===== config.mk =====
export PLATFORM = sky130hd
export DESIGN_NAME = spi_nor_flash_command_sequencer
export DESIGN_NICKNAME = d
export VERILOG_FILES = /design/src/rtl/snfc_pkg.sv /design/src/rtl/snfc_engine.sv /design/src/rtl/snfc_emitter.sv /design/src/rtl/spi_nor_flash_command_sequencer.sv
export SDC_FILE = /design/constraint.sdc
export NUM_CORES = 1
export LEC_CHECK = 0
export BUFFER_PORTS_ARGS = -buffer_cell sky130_fd_sc_hd__buf_4
export CORE_MARGIN = 4
export CORE_UTILIZATION = 30
export DETAILED_ROUTE_END_ITERATION = 6
export PLACE_DENSITY = 0.52
export SETUP_SLACK_MARGIN = 0.3
export SYNTH_ARGS = -nofsm -noshare
export SYNTH_HDL_FRONTEND = slang
export SYNTH_SLANG_ARGS = --single-unit

===== constraint.sdc =====
create_clock -name clk_i -period 5.3 [get_ports clk_i]
set_clock_uncertainty 0.15 [all_clocks]
set_input_delay 1.59 -clock clk_i [delete_from_list [all_inputs] [get_ports clk_i]]
set_output_delay 1.59 -clock clk_i [all_outputs]
set_load 0.1 [all_outputs]

===== src/rtl/snfc_pkg.sv =====
// Shared types and constants of the SPI NOR flash command sequencer.
`default_nettype none
package snfc_pkg;

  typedef enum logic [2:0] {
    CMD_ID90   = 3'd0,
    CMD_ID9F   = 3'd1,
    CMD_ERASE  = 3'd2,
    CMD_WRITE  = 3'd3,
    CMD_READ   = 3'd4,
    CMD_WDATA  = 3'd5,
    CMD_RXBYTE = 3'd6,
    CMD_UNUSED = 3'd7
  } cmd_e;

  typedef enum logic [2:0] {
    K_XFER   = 3'd0,
    K_DESEL  = 3'd1,
    K_RDBYTE = 3'd2,
    K_ID     = 3'd3,
    K_DREQ   = 3'd4,
    K_DONE   = 3'd5
  } kind_e;

  typedef enum logic [3:0] {
    PH_IDLE, PH_WREN, PH_CMD, PH_ADDR_HI, PH_ADDR_MID, PH_ADDR_LO,
    PH_ID_RX, PH_READ_RX, PH_WAIT_DATA, PH_PROG_RX, PH_RDSR, PH_POLL
  } phase_e;

  localparam logic [7:0] OPC_ID90  = 8'h90;
  localparam logic [7:0] OPC_ID9F  = 8'h9F;
  localparam logic [7:0] OPC_WREN  = 8'h06;
  localparam logic [7:0] OPC_SE    = 8'h20;
  localparam logic [7:0] OPC_PP    = 8'h02;
  localparam logic [7:0] OPC_READ  = 8'h03;
  localparam logic [7:0] OPC_RDSR  = 8'h05;
  localparam logic [7:0] FILLER_RESET = 8'h5F;

  typedef struct packed {
    logic [2:0]  cmd;
    logic [23:0] address;
    logic [15:0] length;
    logic [7:0]  data_byte;
  } in_item_t;

  typedef struct packed {
    logic [2:0]  kind;
    logic [23:0] value;
    logic        last;
  } out_item_t;

  // Up to three results from one beat.
  typedef struct packed {
    logic [1:0]   count;
    out_item_t [2:0] res;
  } res_group_t;

endpackage
`default_nettype wire


===== src/rtl/snfc_engine.sv =====
// Sequencer state and the result group produced for each accepted beat.
`default_nettype none
module snfc_engine import snfc_pkg::*; #(
  parameter int unsigned PAGE_SIZE = 256
) (
  input  wire logic       clk_i,
  input  wire logic       rst_ni,
  input  wire logic [7:0] filler_i,
  input  wire logic       valid_i,
  output logic            ready_o,
  input  wire in_item_t   item_i,
  output logic            grp_valid_o,
  input  wire logic       grp_ready_i,
  output res_group_t      grp_o
);
  localparam int unsigned PW = $clog2(PAGE_SIZE);

  phase_e      phase_q, phase_d;
  logic [2:0]  op_q, op_d;
  logic [23:0] addr_q, addr_d;
  logic [15:0] rem_q, rem_d;
  logic [12:0] seg_q, seg_d;
  logic [23:0] id_q, id_d;
  logic        gv_q;
  res_group_t  g_q, g_d;
  logic        fire;

  assign ready_o     = !gv_q || grp_ready_i;
  assign fire        = valid_i && ready_o;
  assign grp_valid_o = gv_q;
  assign grp_o       = g_q;

  // Split remaining bytes at the next page boundary.
  function automatic void page_split(input logic [23:0] a, input logic [15:0] r,
                                     output logic [12:0] s, output logic [15:0] rn);
    logic [16:0] room;
    room = 17'(PAGE_SIZE) - 17'(a[PW-1:0]);
    if ({1'b0, r} < room) s = 13'(r);
    else s = 13'(room);
    rn = r - 16'(s);
  endfunction

  // Compute next state and results.
  always_comb begin
    logic [1:0] n;
    out_item_t [2:0] r;
    logic [12:0] s;
    logic [15:0] rn;
    n = '0;
    r = '0;
    s = '0;
    rn = '0;
    phase_d = phase_q; op_d = op_q; addr_d = addr_q; rem_d = rem_q;
    seg_d = seg_q; id_d = id_q;
    case (item_i.cmd)
      CMD_ID90, CMD_ID9F, CMD_ERASE, CMD_WRITE, CMD_READ: begin
        if (phase_q == PH_IDLE) begin
          op_d = item_i.cmd; addr_d = item_i.address; rem_d = item_i.length;
          seg_d = '0; id_d = '0; n = 2'd1;
          case (item_i.cmd)
            CMD_ID90: begin
              addr_d = '0; r[0] = '{K_XFER, 24'(OPC_ID90), 1'b0}; phase_d = PH_CMD;
            end
            CMD_ID9F: begin
              r[0] = '{K_XFER, 24'(OPC_ID9F), 1'b0}; phase_d = PH_CMD;
            end
            CMD_ERASE: begin
              r[0] = '{K_XFER, 24'(OPC_WREN), 1'b0}; phase_d = PH_WREN;
            end
            CMD_WRITE: begin
              if (item_i.length == '0) begin
                r[0] = '{K_DONE, 24'd0, 1'b0}; phase_d = PH_IDLE;
              end else begin
                page_split(item_i.address, item_i.length, s, rn);
                seg_d = s; rem_d = rn;
                r[0] = '{K_XFER, 24'(OPC_WREN), 1'b0}; phase_d = PH_WREN;
              end
            end
            default: begin
              r[0] = '{K_XFER, 24'(OPC_READ), 1'b0}; phase_d = PH_CMD;
            end
          endcase
        end
      end
      CMD_WDATA: begin
        if (phase_q == PH_WAIT_DATA) begin
          n = 2'd1; r[0] = '{K_XFER, 24'(item_i.data_byte), 1'b0};
          phase_d = PH_PROG_RX;
        end
      end
      CMD_RXBYTE: begin
        case (phase_q)
          PH_WREN: begin
            n = 2'd2; r[0] = '{K_DESEL, 24'd0, 1'b0};
            r[1] = '{K_XFER, 24'((op_q == CMD_ERASE) ? OPC_SE : OPC_PP), 1'b0};
            phase_d = PH_CMD;
          end
          PH_CMD: begin
            n = 2'd1;
            if (op_q == CMD_ID9F) begin
              seg_d = 13'd3; r[0] = '{K_XFER, 24'(filler_i), 1'b0}; phase_d = PH_ID_RX;
            end else begin
              r[0] = '{K_XFER, 24'(addr_q[23:16]), 1'b0}; phase_d = PH_ADDR_HI;
            end
          end
          PH_ADDR_HI: begin
            n = 2'd1; r[0] = '{K_XFER, 24'(addr_q[15:8]), 1'b0}; phase_d = PH_ADDR_MID;
          end
          PH_ADDR_MID: begin
            n = 2'd1; r[0] = '{K_XFER, 24'(addr_q[7:0]), 1'b0}; phase_d = PH_ADDR_LO;
          end
          PH_ADDR_LO: begin
            if (op_q == CMD_ID90) begin
              n = 2'd1; seg_d = 13'd2; r[0] = '{K_XFER, 24'(filler_i), 1'b0};
              phase_d = PH_ID_RX;
            end else if (op_q == CMD_ERASE) begin
              n = 2'd2; r[0] = '{K_DESEL, 24'd0, 1'b0};
              r[1] = '{K_XFER, 24'(OPC_RDSR), 1'b0}; phase_d = PH_RDSR;
            end else if (op_q == CMD_WRITE) begin
              n = 2'd1; r[0] = '{K_DREQ, 24'd0, 1'b0}; phase_d = PH_WAIT_DATA;
            end else if (rem_q == '0) begin
              n = 2'd2; r[0] = '{K_DESEL, 24'd0, 1'b0};
              r[1] = '{K_DONE, 24'd0, 1'b0}; phase_d = PH_IDLE;
            end else begin
              n = 2'd1; r[0] = '{K_XFER, 24'(filler_i), 1'b0}; phase_d = PH_READ_RX;
            end
          end
          PH_ID_RX: begin
            id_d = {id_q[15:0], item_i.data_byte};
            seg_d = seg_q - 13'd1;
            if (seg_d != '0) begin
              n = 2'd1; r[0] = '{K_XFER, 24'(filler_i), 1'b0};
            end else begin
              n = 2'd2; r[0] = '{K_DESEL, 24'd0, 1'b0};
              r[1] = '{K_ID, id_d, 1'b0}; phase_d = PH_IDLE;
            end
          end
          PH_READ_RX: begin
            r[0] = '{K_RDBYTE, 24'(item_i.data_byte), 1'b0};
            rem_d = rem_q - 16'd1; addr_d = addr_q + 24'd1;
            if (rem_d != '0) begin
              n = 2'd2; r[1] = '{K_XFER, 24'(filler_i), 1'b0};
            end else begin
              n = 2'd3; r[1] = '{K_DESEL, 24'd0, 1'b0};
              r[2] = '{K_DONE, 24'd0, 1'b0}; phase_d = PH_IDLE;
            end
          end
          PH_PROG_RX: begin
            seg_d = seg_q - 13'd1; addr_d = addr_q + 24'd1;
            if (seg_d != '0) begin
              n = 2'd1; r[0] = '{K_DREQ, 24'd0, 1'b0}; phase_d = PH_WAIT_DATA;
            end else begin
              n = 2'd2; r[0] = '{K_DESEL, 24'd0, 1'b0};
              r[1] = '{K_XFER, 24'(OPC_RDSR), 1'b0}; phase_d = PH_RDSR;
            end
          end
          PH_RDSR: begin
            n = 2'd1; r[0] = '{K_XFER, 24'(filler_i), 1'b0}; phase_d = PH_POLL;
          end
          PH_POLL: begin
            if (item_i.data_byte[0]) begin
              n = 2'd1; r[0] = '{K_XFER, 24'(filler_i), 1'b0};
            end else begin
              n = 2'd2; r[0] = '{K_DESEL, 24'd0, 1'b0};
              if (op_q == CMD_WRITE && rem_q != '0) begin
                page_split(addr_q, rem_q, s, rn);
                seg_d = s; rem_d = rn;
                r[1] = '{K_XFER, 24'(OPC_WREN), 1'b0}; phase_d = PH_WREN;
              end else begin
                r[1] = '{K_DONE, 24'd0, 1'b0}; phase_d = PH_IDLE;
              end
            end
          end
          default: ;
        endcase
      end
      default: ;
    endcase
    // Mark the final result of the group.
    case (n)
      2'd1: r[0].last = 1'b1;
      2'd2: r[1].last = 1'b1;
      2'd3: r[2].last = 1'b1;
      default: ;
    endcase
    g_d.count = n;
    g_d.res   = r;
  end

  // Advance state on each accepted beat.
  always_ff @(posedge clk_i or negedge rst_ni) begin
    if (!rst_ni) begin
      phase_q <= PH_IDLE; op_q <= '0; addr_q <= '0; rem_q <= '0;
      seg_q <= '0; id_q <= '0; gv_q <= 1'b0;
    end else begin
      if (fire) begin
        phase_q <= phase_d; op_q <= op_d; addr_q <= addr_d; rem_q <= rem_d;
        seg_q <= seg_d; id_q <= id_d;
        gv_q <= (g_d.count != '0);
      end else if (grp_ready_i) begin
        gv_q <= 1'b0;
      end
    end
  end

  // Hold the result group until the emitter takes it.
  always_ff @(posedge clk_i) begin
    if (fire) g_q <= g_d;
  end
endmodule
`default_nettype wire


===== src/rtl/snfc_emitter.sv =====
// Queue of result groups and serializer that sends one result per beat.
`default_nettype none
module snfc_emitter import snfc_pkg::*; (
  input  wire logic       clk_i,
  input  wire logic       rst_ni,
  input  wire logic       grp_valid_i,
  output logic            grp_ready_o,
  input  wire res_group_t grp_i,
  output logic            out_valid_o,
  input  wire logic       out_ready_i,
  output out_item_t       out_item_o
);
  res_group_t  mem_q [2];
  logic        wp_q, rp_q;
  logic [1:0]  cnt_q;
  logic [1:0]  idx_q;
  logic        push, pop;
  res_group_t  head;

  assign head        = mem_q[rp_q];
  assign grp_ready_o = (cnt_q != 2'd2);
  assign push        = grp_valid_i && grp_ready_o;
  assign out_valid_o = (cnt_q != 2'd0);
  assign out_item_o  = head.res[idx_q];
  assign pop         = out_valid_o && out_ready_i && (idx_q == head.count - 2'd1);

  // Track fill level and read position.
  always_ff @(posedge clk_i or negedge rst_ni) begin
    if (!rst_ni) begin
      wp_q <= 1'b0; rp_q <= 1'b0; cnt_q <= '0; idx_q <= '0;
    end else begin
      if (push) wp_q <= !wp_q;
      if (pop) begin
        rp_q <= !rp_q; idx_q <= '0;
      end else if (out_valid_o && out_ready_i) begin
        idx_q <= idx_q + 2'd1;
      end
      cnt_q <= cnt_q + {1'b0, push} - {1'b0, pop};
    end
  end

  // Store incoming groups.
  always_ff @(posedge clk_i) begin
    if (push) mem_q[wp_q] <= grp_i;
  end
endmodule
`default_nettype wire


===== src/rtl/spi_nor_flash_command_sequencer.sv =====
// SPI NOR flash command sequencer: top level.
// A beat's results are registered in the engine's group register and then in
// the emitter's two-group queue before they reach the output. The sequencer
// takes one input beat per cycle while its group register is empty or being
// taken; results leave one per cycle while out_ready_i is high, so a beat that
// makes two or three results holds the input side once the queue is full.
// Reset: asynchronous active low; sequencer idle, filler byte 0x5F.
`default_nettype none
module spi_nor_flash_command_sequencer import snfc_pkg::*; #(
  parameter int unsigned PAGE_SIZE = 256
) (
  input  wire logic       clk_i,
  input  wire logic       rst_ni,
  input  wire logic       cfg_we_i,
  input  wire logic [7:0] cfg_wdata_i,
  input  wire logic       in_valid_i,
  output logic            in_ready_o,
  input  wire in_item_t   in_item_i,
  output logic            out_valid_o,
  input  wire logic       out_ready_i,
  output out_item_t       out_item_o
);
  logic [7:0] filler_q;
  logic       gv, gr;
  res_group_t grp;

  // Hold the filler byte register.
  always_ff @(posedge clk_i or negedge rst_ni) begin
    if (!rst_ni) filler_q <= FILLER_RESET;
    else if (cfg_we_i) filler_q <= cfg_wdata_i;
  end

  snfc_engine #(.PAGE_SIZE(PAGE_SIZE)) u_engine (
    .clk_i, .rst_ni, .filler_i(filler_q), .valid_i(in_valid_i),
    .ready_o(in_ready_o), .item_i(in_item_i),
    .grp_valid_o(gv), .grp_ready_i(gr), .grp_o(grp)
  );

  snfc_emitter u_emitter (
    .clk_i, .rst_ni, .grp_valid_i(gv), .grp_ready_o(gr), .grp_i(grp),
    .out_valid_o, .out_ready_i, .out_item_o
  );
endmodule
`default_nettype wire

==> results of run 1 <==
==> cells by family (layout without fill, tap and decap cells) <==
logic type | Yosys count | in the layout | share of synthesized area
AO/OA/AOI/OAI | 364 | 364 | 0.177
XOR/XNOR | 46 | 46 | 0.0300
adder cells (fa/ha/maj) | 46 | 46 | 0.0440
buffers and inverters | 139 | 322 | 0.0409
flip-flops | 223 | 223 | 0.465
multiplexers | 64 | 64 | 0.0621
AND/OR/NAND/NOR | 480 | 480 | 0.180
==> flip-flops by register name (all words and copies together) (netlist names), 3 cells and up <==
| signal | count |
|---|---|
| filler_q | 8 |
| u_engine.grp_o | 44 |
| u_engine.seg_q | 13 |
| u_emitter.mem_q | 88 |
| u_engine.addr_q | 24 |
| u_engine.phase_q | 4 |
| u_engine.id_q | 16 |
| u_engine.rem_q | 16 |
| u_engine.op_q | 3 |
==> report_power, final <==
| part | leakage (nW) | total, W | switching [W] | internal (W) |
|---|---|---|---|---|
| Clock | 0.453 | 0.00192 | 0.000761 | 0.00116 |
| Sequential | 2.39 | 0.00283 | 0.000536 | 0.00229 |
| Combinational | 3.83 | 0.00405 | 0.00255 | 0.00150 |
==> metal layers <==
metal | vias up | wire [um] | global-route usage
li1 | 5412 | - | -
met1 | 5558 | 18800 | 0.235
met2 | 295 | 20000 | 0.287
met3 | 67 | 1950 | 0.0252
met4 | 0 | 986 | 0.0385
met5 | - | 0 | 0
==> final timing paths <==
check	end	slack (ps)	depth (start not counted)
max	u_engine.rem_q[12]	4	22
min	u_emitter.mem_q[1][35]	300	0
max reg2reg	u_engine.rem_q[12]	320	20
min reg2reg	u_emitter.mem_q[1][35]	300	0
max in group asynchronous	u_emitter.rp_q	3190	2
min in group asynchronous	u_engine.addr_q[9]	960	1
==> stage by stage <==
step / setup TNS, ps / utilization
floorplan: -182 / -
global placement: -5220 / 0.350
detailed placement: -6780 / 0.350
CTS: 0 / 0.377
global route: -1330 / 0.381
finish: 0 / 0.381
==> cell usage after synthesis, types with 12 or more instances <==
cell type | n | area share
a21o_1 | 12 | 0.0067
a21oi_1 | 81 | 0.030
a22o_1 | 12 | 0.0078
a22oi_1 | 25 | 0.014
a31oi_1 | 12 | 0.0056
and2_1 | 22 | 0.010
and3_1 | 12 | 0.0056
clkbuf_1 | 64 | 0.018
dfrtp_1 | 85 | 0.16
edfxtp_1 | 132 | 0.30
ha_1 | 44 | 0.041
inv_1 | 57 | 0.016
mux2_2 | 19 | 0.016
mux2i_1 | 29 | 0.022
mux4_2 | 12 | 0.020
nand2_1 | 127 | 0.035
nand3_1 | 51 | 0.019
nor2_1 | 106 | 0.030
nor2b_1 | 22 | 0.010
nor3_1 | 45 | 0.017
nor4_1 | 17 | 0.0079
o21ai_0 | 87 | 0.032
o22ai_1 | 23 | 0.011
xnor2_1 | 36 | 0.023
==> worst max-delay path, stage by stage <==
cell	delay [ps]
buf_8	100
nor4_4	330
nand2_1	160
xnor2_2	170
ha_1	300
a21o_1	160
a21o_1	180
a211oi_2	200
o21a_1	230
buf_6	150
mux2i_4	230
inv_2	60
ha_4	160
fa_2	380
nor2b_4	160
o31ai_4	90
a21oi_2	180
o31a_1	160
buf_6	140
nor4_2	40
a311oi_1	250
o221ai_1	140
==> layout make-up <==
type	count	area share
inverters	58	0.0129
clock buffers	31	0.0421
flip-flops and latches	223	0.371
well taps	592	0.0440
multi-input cells	1000	0.417
repair buffers	216	0.0995
clock inverters	17	0.0134
==> what timing repair did <==
item,CTS,global route
setup endpoints to repair,13,14
pin swaps,25,15
buffers inserted,11,2
gates resized for setup,36,28
hold buffers,0,0
==> impl_metrics.py, run 1 <==
metrics = {
    "pwr": {
        "power.density_mw_per_mm2": 523,
        "vdd_drop_max_uv": 456,
        "power_w": 0.00880,
        "p_leak_nw": 6.68,
    },
    "synth": {
        "syn_area_per_cell_sq_um": 9.86,
        "syn_nets": 1472,
        "ys_warn_count": 0,
        "synth_seq_cells": 223,
        "synth-async-reset-ratio": 0.408,
        "synth_cells": 1362,
        "yosysUniqueCellTypes": 89,
        "synth_top_flop_cell": "edfxtp_1",
        "synth_area_sq_mm": 0.0134,
        "synth_seq_area_share": 0.465,
        "synth_edf_count": 132,
    },
    "sta": {
        "slew_headroom": 0.337,
        "finalMaxSlewViolations": 0,
        "whs_ps": 296,
        "period_share": 0.999,
        "finalHoldViolCount": 0,
        "period_minus_slack_ps": 5300,
        "fmaxAchievable_mhz": 189,
        "rsz0062_at_grt": "true",
        "fin_ws_ps": 4.43,
        "setup_viol": 0,
        "worst_pin_slew_ps": 995,
    },
    "clock_tree": {
        "cts_buffers": 26,
        "tritoncts": "yes",
        "cts-root-buf": "clkbuf_16",
        "cts.sinks": 223,
        "clock_latency_ps": 550,
        "clockBufferDepth": 3,
        "cts_htree_levels": 1,
        "clkTransAtPathRegs_ps": 60,
    },
    "setup_path": {
        "crit_start": "in_item_i[29]",
        "cp-start-kind": "input port",
        "cp.required_ps": 5570,
        "timing.rr.start": "u_engine.addr_q[5]",
        "crit_type": "input port to flop",
        "end_kind": "flop",
        "path_max_fanout": 5,
        "cp.arrival_ps": 5570,
    },
    "run": {
        "maxCapViolations": 0,
    },
    "finish": {
        "multiInputGateArea_sq_mm": 0.00702,
        "fillers": 4351,
        "final_cells": 2137,
        "post-route-cell-area_sq_mm": 0.0168,
        "regArea_sq_mm": 0.00625,
        "layout_common_cells": "buf_4 (205), edfxtp_1 (132), nand2_1 (127), nor2_1 (94), dfrtp_1 (84)",
        "synthToLayoutAreaGrowth_pct": 25.4,
        "final_common_cell": "buf_4",
        "nNetsFinal": 1635,
        "final_layout_size_suffix_gt1_frac": 0.249,
        "antennaDiodeCount": 0,
    },
    "detailed_routing": {
        "firstDrtPassIters": 5,
        "drt_wl_total_um": 41700,
        "drt_iter0_markers": 748,
        "vias": 11300,
        "wl_per_cell_um": 19.5,
        "via_per_inst": 5.30,
        "drtAntennaViolNets": 0,
        "remaining_drc_errors": 0,
    },
    "grt": {
        "antenna_found_initial": 0,
        "grt_start_max_net_pins": 58,
        "first_global_vias": 11400,
        "grt_pass1_wl_um": 65900,
        "track_usage": 0.171,
        "overflow": 0,
    },
    "status": {
        "outcome": "completed",
    },
    "placed_design": {
        "dpl.hpwl_um": 30500,
        "dp.cells": 2076,
        "place.gp.congestion": 0.922,
        "postPlaceCellArea_sq_mm": 0.0155,
        "io_buffers": 93,
        "post-place-ws_ps": -669,
    },
    "floorplanning": {
        "rows": 77,
        "core_sq_mm": 0.0442,
        "dieArea_sq_mm": 0.0482,
        "start_util": 0.304,
        "die_height_um": 220,
        "num_io_pins": 94,
        "fp.dieW_um": 220,
    },
    "worst_hold_path": {
        "hp-start": "u_engine.grp_o[35]",
        "hp-class": "flop to flop",
    },
}
(Power assumes the default switching activity.)
==> run 2: changes to the inputs <==
Settings changed: CORE_ASPECT_RATIO from default to 1.25, PLACE_DENSITY 0.52 to 0.54.
==> run 2 against run 1 <==
The flow now finishes with violations (negative setup slack). Power fell by 1.4%. Setup slack got worse by 29 ps. Largest power group unchanged. Cell area fell by 0.42%. Cell count fell by 0.42%. Worst hold slack got worse by 3.3 ps.
==> impl_metrics.py, run 2 (same netlist as run 1, synthesis figures left out) <==
metrics = {
    "status": {
        "outcome": "finished with violations",
        "violations": "negative setup slack",
    },
    "placed_design": {
        "place.gp.congestion": 0.904,
        "dp.cells": 2066,
        "dpl.hpwl_um": 30200,
        "io_buffers": 93,
    },
    "sta": {
        "setup_viol": 1,
        "whs_ps": 293,
        "fmaxAchievable_mhz": 188,
        "period_minus_slack_ps": 5320,
        "finalMaxSlewViolations": 0,
        "slew_headroom": 0.281,
        "worst_pin_slew_ps": 1080,
        "period_share": 1.00,
        "fin_ws_ps": -24.4,
        "finalHoldViolCount": 0,
        "rsz0062_at_grt": "true",
        "setup-tns-final_ps": -24.4,
    },
    "detailed_routing": {
        "drtAntennaViolNets": 0,
        "wl_per_cell_um": 19.4,
        "drt_iter0_markers": 795,
        "vias": 11400,
        "remaining_drc_errors": 0,
        "firstDrtPassIters": 5,
        "drt_wl_total_um": 41300,
        "via_per_inst": 5.36,
    },
    "grt": {
        "first_global_vias": 11100,
        "antenna_found_initial": 1,
        "grt_pass1_wl_um": 63500,
        "grt_start_max_net_pins": 68,
        "track_usage": 0.164,
        "overflow": 0,
    },
    "finish": {
        "multiInputGateArea_sq_mm": 0.00701,
        "nNetsFinal": 1646,
        "final_common_cell": "buf_4",
        "final_layout_size_suffix_gt1_frac": 0.247,
        "fillers": 4408,
        "largest-register": "u_emitter.mem_q",
        "regArea_sq_mm": 0.00625,
        "largest_reg_flops": 88,
        "final_cells": 2128,
        "antennaDiodeCount": 0,
        "synthToLayoutAreaGrowth_pct": 24.9,
        "layout_common_cells": "buf_4 (213), edfxtp_1 (132), nand2_1 (127), nor2_1 (94), dfrtp_1 (84)",
    },
    "worst_hold_path": {
        "hp-class": "flop to flop",
    },
    "setup_path": {
        "critPathMaxStageDelay_ps": 370,
        "end_kind": "flop",
        "crit_type": "input port to flop",
        "cp-start-kind": "input port",
        "cp.arrival_ps": 5570,
        "cp_slowest_cell": "fa_2",
        "crit_chain": "buf_8, nor4_4, nand2_1, xnor2_2, ha_1, a21o_1, a21o_1, a211oi_2, o21a_2, buf_6, mux2i_4, inv_2, ha_4, fa_2, nor2b_4, o31ai_4, a21oi_2, o31a_1, buf_6, nor4_2, a311oi_2, o221ai_2",
        "path_max_fanout": 5,
        "cp.required_ps": 5550,
    },
    "clock_tree": {
        "tritoncts": "yes",
        "clock_latency_ps": 540,
        "cts_hold_buf": 0,
        "cts-root-buf": "clkbuf_16",
        "cts_buffers": 26,
        "cts_htree_levels": 1,
        "clockBufferDepth": 3,
        "clkTransAtPathRegs_ps": 60,
        "cts.sinks": 223,
    },
    "floorplanning": {
        "dieArea_sq_mm": 0.0482,
        "die_height_um": 245,
        "fp.dieW_um": 197,
        "start_util": 0.304,
        "rows": 86,
        "num_io_pins": 94,
        "core_sq_mm": 0.0442,
    },
    "pwr": {
        "p_leak_nw": 6.68,
        "vdd_drop_max_uv": 459,
        "power.density_mw_per_mm2": 517,
        "power_w": 0.00868,
    },
    "run": {
        "maxCapViolations": 0,
    },
}
run 2: cell count changes in the layout (fill, tap and decap cells not counted), moves of 3 or more:
| cell | change |
|---|---|
| clkinvlp_4 | -3 |
| buf_6 | +4 |
| bufinv_16 | -3 |
| clkbuf_1 | +7 |
| buf_4 | +8 |
| clkbuf_8 | -4 |
| a211oi_2 | -3 |
run 2: final timing paths:
kind | startpoint | to | slack [ps] | cells after the start
min in group asynchronous | rst_ni | u_engine.addr_q[3] | 1040 | 1
min | u_engine.grp_o[33] | u_emitter.mem_q[0][33] | 290 | 0
max in group asynchronous | rst_ni | filler_q[3] | 2970 | 2
max | in_item_i[26] | u_engine.rem_q[12] | -20 | 22
min reg2reg | u_engine.grp_o[33] | u_emitter.mem_q[0][33] | 290 | 0
max reg2reg | u_engine.addr_q[5] | u_engine.rem_q[11] | 370 | 21
run 2: what timing repair did:
action,CTS,global route
pin swaps,17,39
resized for setup,22,44
setup endpoints to repair,12,14
endpoints found under the hold margin,0,0
buffers inserted,7,7
run 2: layout make-up:
type	count	area share
Inverter	58	0.0130
Sequential cell	223	0.373
Clock inverter	13	0.00657
Multi-Input combinational cell	1000	0.418
Tap cell	572	0.0427
Clock buffer	35	0.0421
Timing Repair Buffer	227	0.105
run 2: critical path: cells and delay by family:
| kind | cells | cell delay, ps |
|---|---|---|
| compound gates | 9 | 1600 |
| buf+inv | 4 | 430 |
| simple gates | 4 | 660 |
| xor+xnor | 1 | 170 |
| fa+ha+maj | 3 | 850 |
| mux | 1 | 240 |
run 2: routing by layer:
metal,track usage,up-vias,routed length [um]
met3,0.0182,84,1680
met2,0.290,333,21200
met4,0.0616,2,1620
met1,0.205,5553,16800
li1,-,5428,-
met5,0,-,13
run 2: through the flow:
step | area (sq um) | setup WS, ps | util
after global placement | 15500 | -513 | 0.351
after detailed placement | 15500 | -650 | 0.351
final | 16800 | -24.4 | 0.379
after CTS | 16500 | 64.8 | 0.374
after floorplan | 13500 | -139 | -
after global routing | 16800 | -270 | 0.379
run 2: power breakdown:
part           internal [W]  switching, W
Sequential          0.00229      0.000494
Clock              0.000991      0.000717
Combinational       0.00158       0.00261
Total               0.00486       0.00382
==> run 3: changes to the inputs <==
Settings changed: MAX_ROUTING_LAYER from default to met4.
==> run 3 against run 2 <==
The run now ends clean. Sequential cell count stayed put. Fmax is 1.4% higher. Register-to-register slack worse by 80 ps. First-iteration DRC count down 14%. Global-route usage grew 0.71 points. Sequential share of layout area decreased by 0.13 points. Utilization is 0.13 points higher. Cell area grew 0.34%. Largest cell class unchanged. Highest routed layer is now met4.
==> impl_metrics.py, run 3 (same netlist as run 1, synthesis figures left out) <==
metrics = {
    "sta": {
        "setup_viol": 0,
        "worst_pin_slew_ps": 1090,
        "fin_ws_ps": 48.5,
        "finalMaxSlewViolations": 0,
        "setup-tns-final_ps": 0,
        "whs_ps": 284,
        "rsz0062_at_grt": "true",
        "finalHoldViolCount": 0,
        "fmaxAchievable_mhz": 190,
        "period_share": 0.991,
        "slew_headroom": 0.272,
        "period_minus_slack_ps": 5250,
    },
    "setup_path": {
        "reg2reg_slack_ps": 290,
        "r2r_cells": 21,
        "critPathMaxStageDelay_ps": 360,
        "cp-start-kind": "input port",
        "crit_type": "input port to flop",
        "timing.rr.start": "u_engine.addr_q[5]",
        "crit_top_cell": "buf_6",
        "crit_chain": "buf_8, nor4_4, nand2_1, xnor2_2, ha_1, a21o_1, a21o_1, a211oi_2, o21a_1, buf_4, buf_6, mux2i_4, buf_6, inv_2, fa_2, nor2b_4, o31ai_4, a21oi_2, o31a_1, buf_6, nor2_1, o311a_1, o221ai_1",
        "path_max_fanout": 5,
        "cp.required_ps": 5600,
        "cp_slowest_cell": "fa_2",
        "cp.arrival_ps": 5550,
        "end_kind": "flop",
        "rr_endpoint": "u_engine.rem_q[12]",
    },
    "clock_tree": {
        "cts-root-buf": "clkbuf_16",
        "cts_buffers": 26,
        "cts_htree_levels": 1,
        "clockBufferDepth": 3,
        "cts.sinks": 223,
        "clock_latency_ps": 540,
        "clkTransAtPathRegs_ps": 60,
        "tritoncts": "yes",
    },
    "finish": {
        "nNetsFinal": 1646,
        "final_layout_size_suffix_gt1_frac": 0.246,
        "final_common_cell": "buf_4",
        "largest-register": "u_emitter.mem_q",
        "synthToLayoutAreaGrowth_pct": 25.3,
        "regArea_sq_mm": 0.00625,
        "largest_reg_flops": 88,
        "multiInputGateArea_sq_mm": 0.00697,
        "layout_common_cells": "buf_4 (217), edfxtp_1 (132), nand2_1 (127), nor2_1 (94), dfrtp_1 (84)",
        "fillers": 4411,
    },
    "placed_design": {
        "post-place-ws_ps": -670,
        "io_buffers": 93,
        "dpl.hpwl_um": 30500,
        "place.gp.congestion": 0.909,
    },
    "run": {
        "maxCapViolations": 0,
    },
    "floorplanning": {
        "start_util": 0.304,
        "num_io_pins": 94,
        "core_sq_mm": 0.0442,
        "die_height_um": 245,
        "fp.dieW_um": 197,
        "rows": 86,
        "dieArea_sq_mm": 0.0482,
    },
    "detailed_routing": {
        "drtAntennaViolNets": 0,
        "via_per_inst": 5.32,
        "wl_per_cell_um": 19.5,
        "firstDrtPassIters": 5,
        "vias": 11300,
        "remaining_drc_errors": 0,
        "drt_iter0_markers": 682,
        "drt_wl_total_um": 41500,
    },
    "pwr": {
        "p_leak_nw": 6.71,
        "power.density_mw_per_mm2": 526,
        "p_seq_frac": 0.320,
        "power.switching_w": 0.00381,
        "combinationalPowerShare": 0.461,
        "netSwitchingFraction": 0.430,
        "clkPwrFrac": 0.219,
        "vdd_drop_max_uv": 459,
        "intPower_w": 0.00505,
    },
    "worst_hold_path": {
        "hp-class": "flop to flop",
        "hp-start": "u_engine.grp_o[27]",
        "min_to": "u_emitter.mem_q[0][27]",
        "min_delay_path_depth": 0,
    },
    "grt": {
        "overflow": 0,
        "antenna_found_initial": 1,
        "grt_pass1_wl_um": 64500,
        "first_global_vias": 11400,
        "track_usage": 0.171,
        "grt_start_max_net_pins": 66,
    },
    "status": {
        "outcome": "completed",
    },
}
[run 3: cell types whose count changed in the layout (fill, tap and decap cells not counted), moves of 2 or more]
| cell | previous run | this run |
|---|---|---|
| buf_6 | 13 | 9 |
| clkinv_2 | 4 | 1 |
| clkinvlp_4 | 0 | 4 |
| nor3_1 | 43 | 41 |
| nor3_4 | 1 | 3 |
| buf_4 | 213 | 217 |
| clkinv_1 | 3 | 1 |
| clkbuf_8 | 0 | 2 |
| clkinv_4 | 4 | 1 |
| bufinv_16 | 1 | 5 |
[run 3: worst max path at each step]
stage / start / endpoint / cells after the start
floorplan: in_item_i[26] / u_engine.rem_q[14] / 19
global placement: in_item_i[26] / u_engine.rem_q[12] / 22
detailed placement: in_item_i[26] / u_engine.rem_q[12] / 22
CTS: in_item_i[29] / u_engine.rem_q[15] / 23
global route: in_item_i[29] / u_engine.rem_q[12] / 23
finish: in_item_i[29] / u_engine.rem_q[12] / 23
[run 3: area by class of cell]
cell class / instances / share of cell area
Timing Repair Buffer: 227 / 0.104
Inverter: 58 / 0.0129
Clock inverter: 12 / 0.0120
Clock buffer: 36 / 0.0433
Sequential cell: 223 / 0.371
Antenna cell: 1 / 0.000149
Tap cell: 572 / 0.0425
Multi-Input combinational cell: 1000 / 0.414
[run 3: routing by layer]
layer / track usage / routed length [um] / vias up
li1: - / - / 5441
met1: 0.204 / 16800 / 5534
met2: 0.299 / 21500 / 265
met3: 0.0198 / 1620 / 94
met4: 0.0588 / 1500 / 0
met5: - / 0 / -
[run 3: through the flow]
step | util | power (W) | instance area [sq um] | cells
2_1_floorplan | - | 0.00565 | 13500 | 1362
3_3_place_gp | 0.350 | 0.00687 | 15500 | 2061
3_5_place_dp | 0.350 | 0.00690 | 15500 | 2061
4_1_cts | 0.378 | 0.00889 | 16700 | 2125
5_1_grt | 0.381 | 0.00940 | 16800 | 2129
6_report | 0.381 | 0.00885 | 16800 | 2129
[run 3: repair_timing]
| action | CTS | global route |
|---|---|---|
| pin swaps | 32 | 22 |
| endpoints found under the setup margin | 12 | 14 |
| setup buffers | 16 | 3 |
| hold buffers | 0 | 0 |
| hold endpoints to repair | 0 | 0 |
| resized for setup | 37 | 18 |
[run 3: critical path, delay by kind of cell]
kind,cells,cell delay [ps]
multiplexers,1,240
AND/OR/NAND/NOR,4,690
AO/OA/AOI/OAI,9,1600
adder cells (fa/ha/maj),2,660
XOR/XNOR,1,160
buffers and inverters,6,620
[run 3: power groups by stage]
stage          clock, W  sequential, W  combinational, W
2_1_floorplan         0        0.00257           0.00308
5_1_grt         0.00206        0.00290           0.00444
4_1_cts         0.00198        0.00283           0.00408
6_report        0.00194        0.00283           0.00408
3_3_place_gp          0        0.00285           0.00402
3_5_place_dp          0        0.00286           0.00404
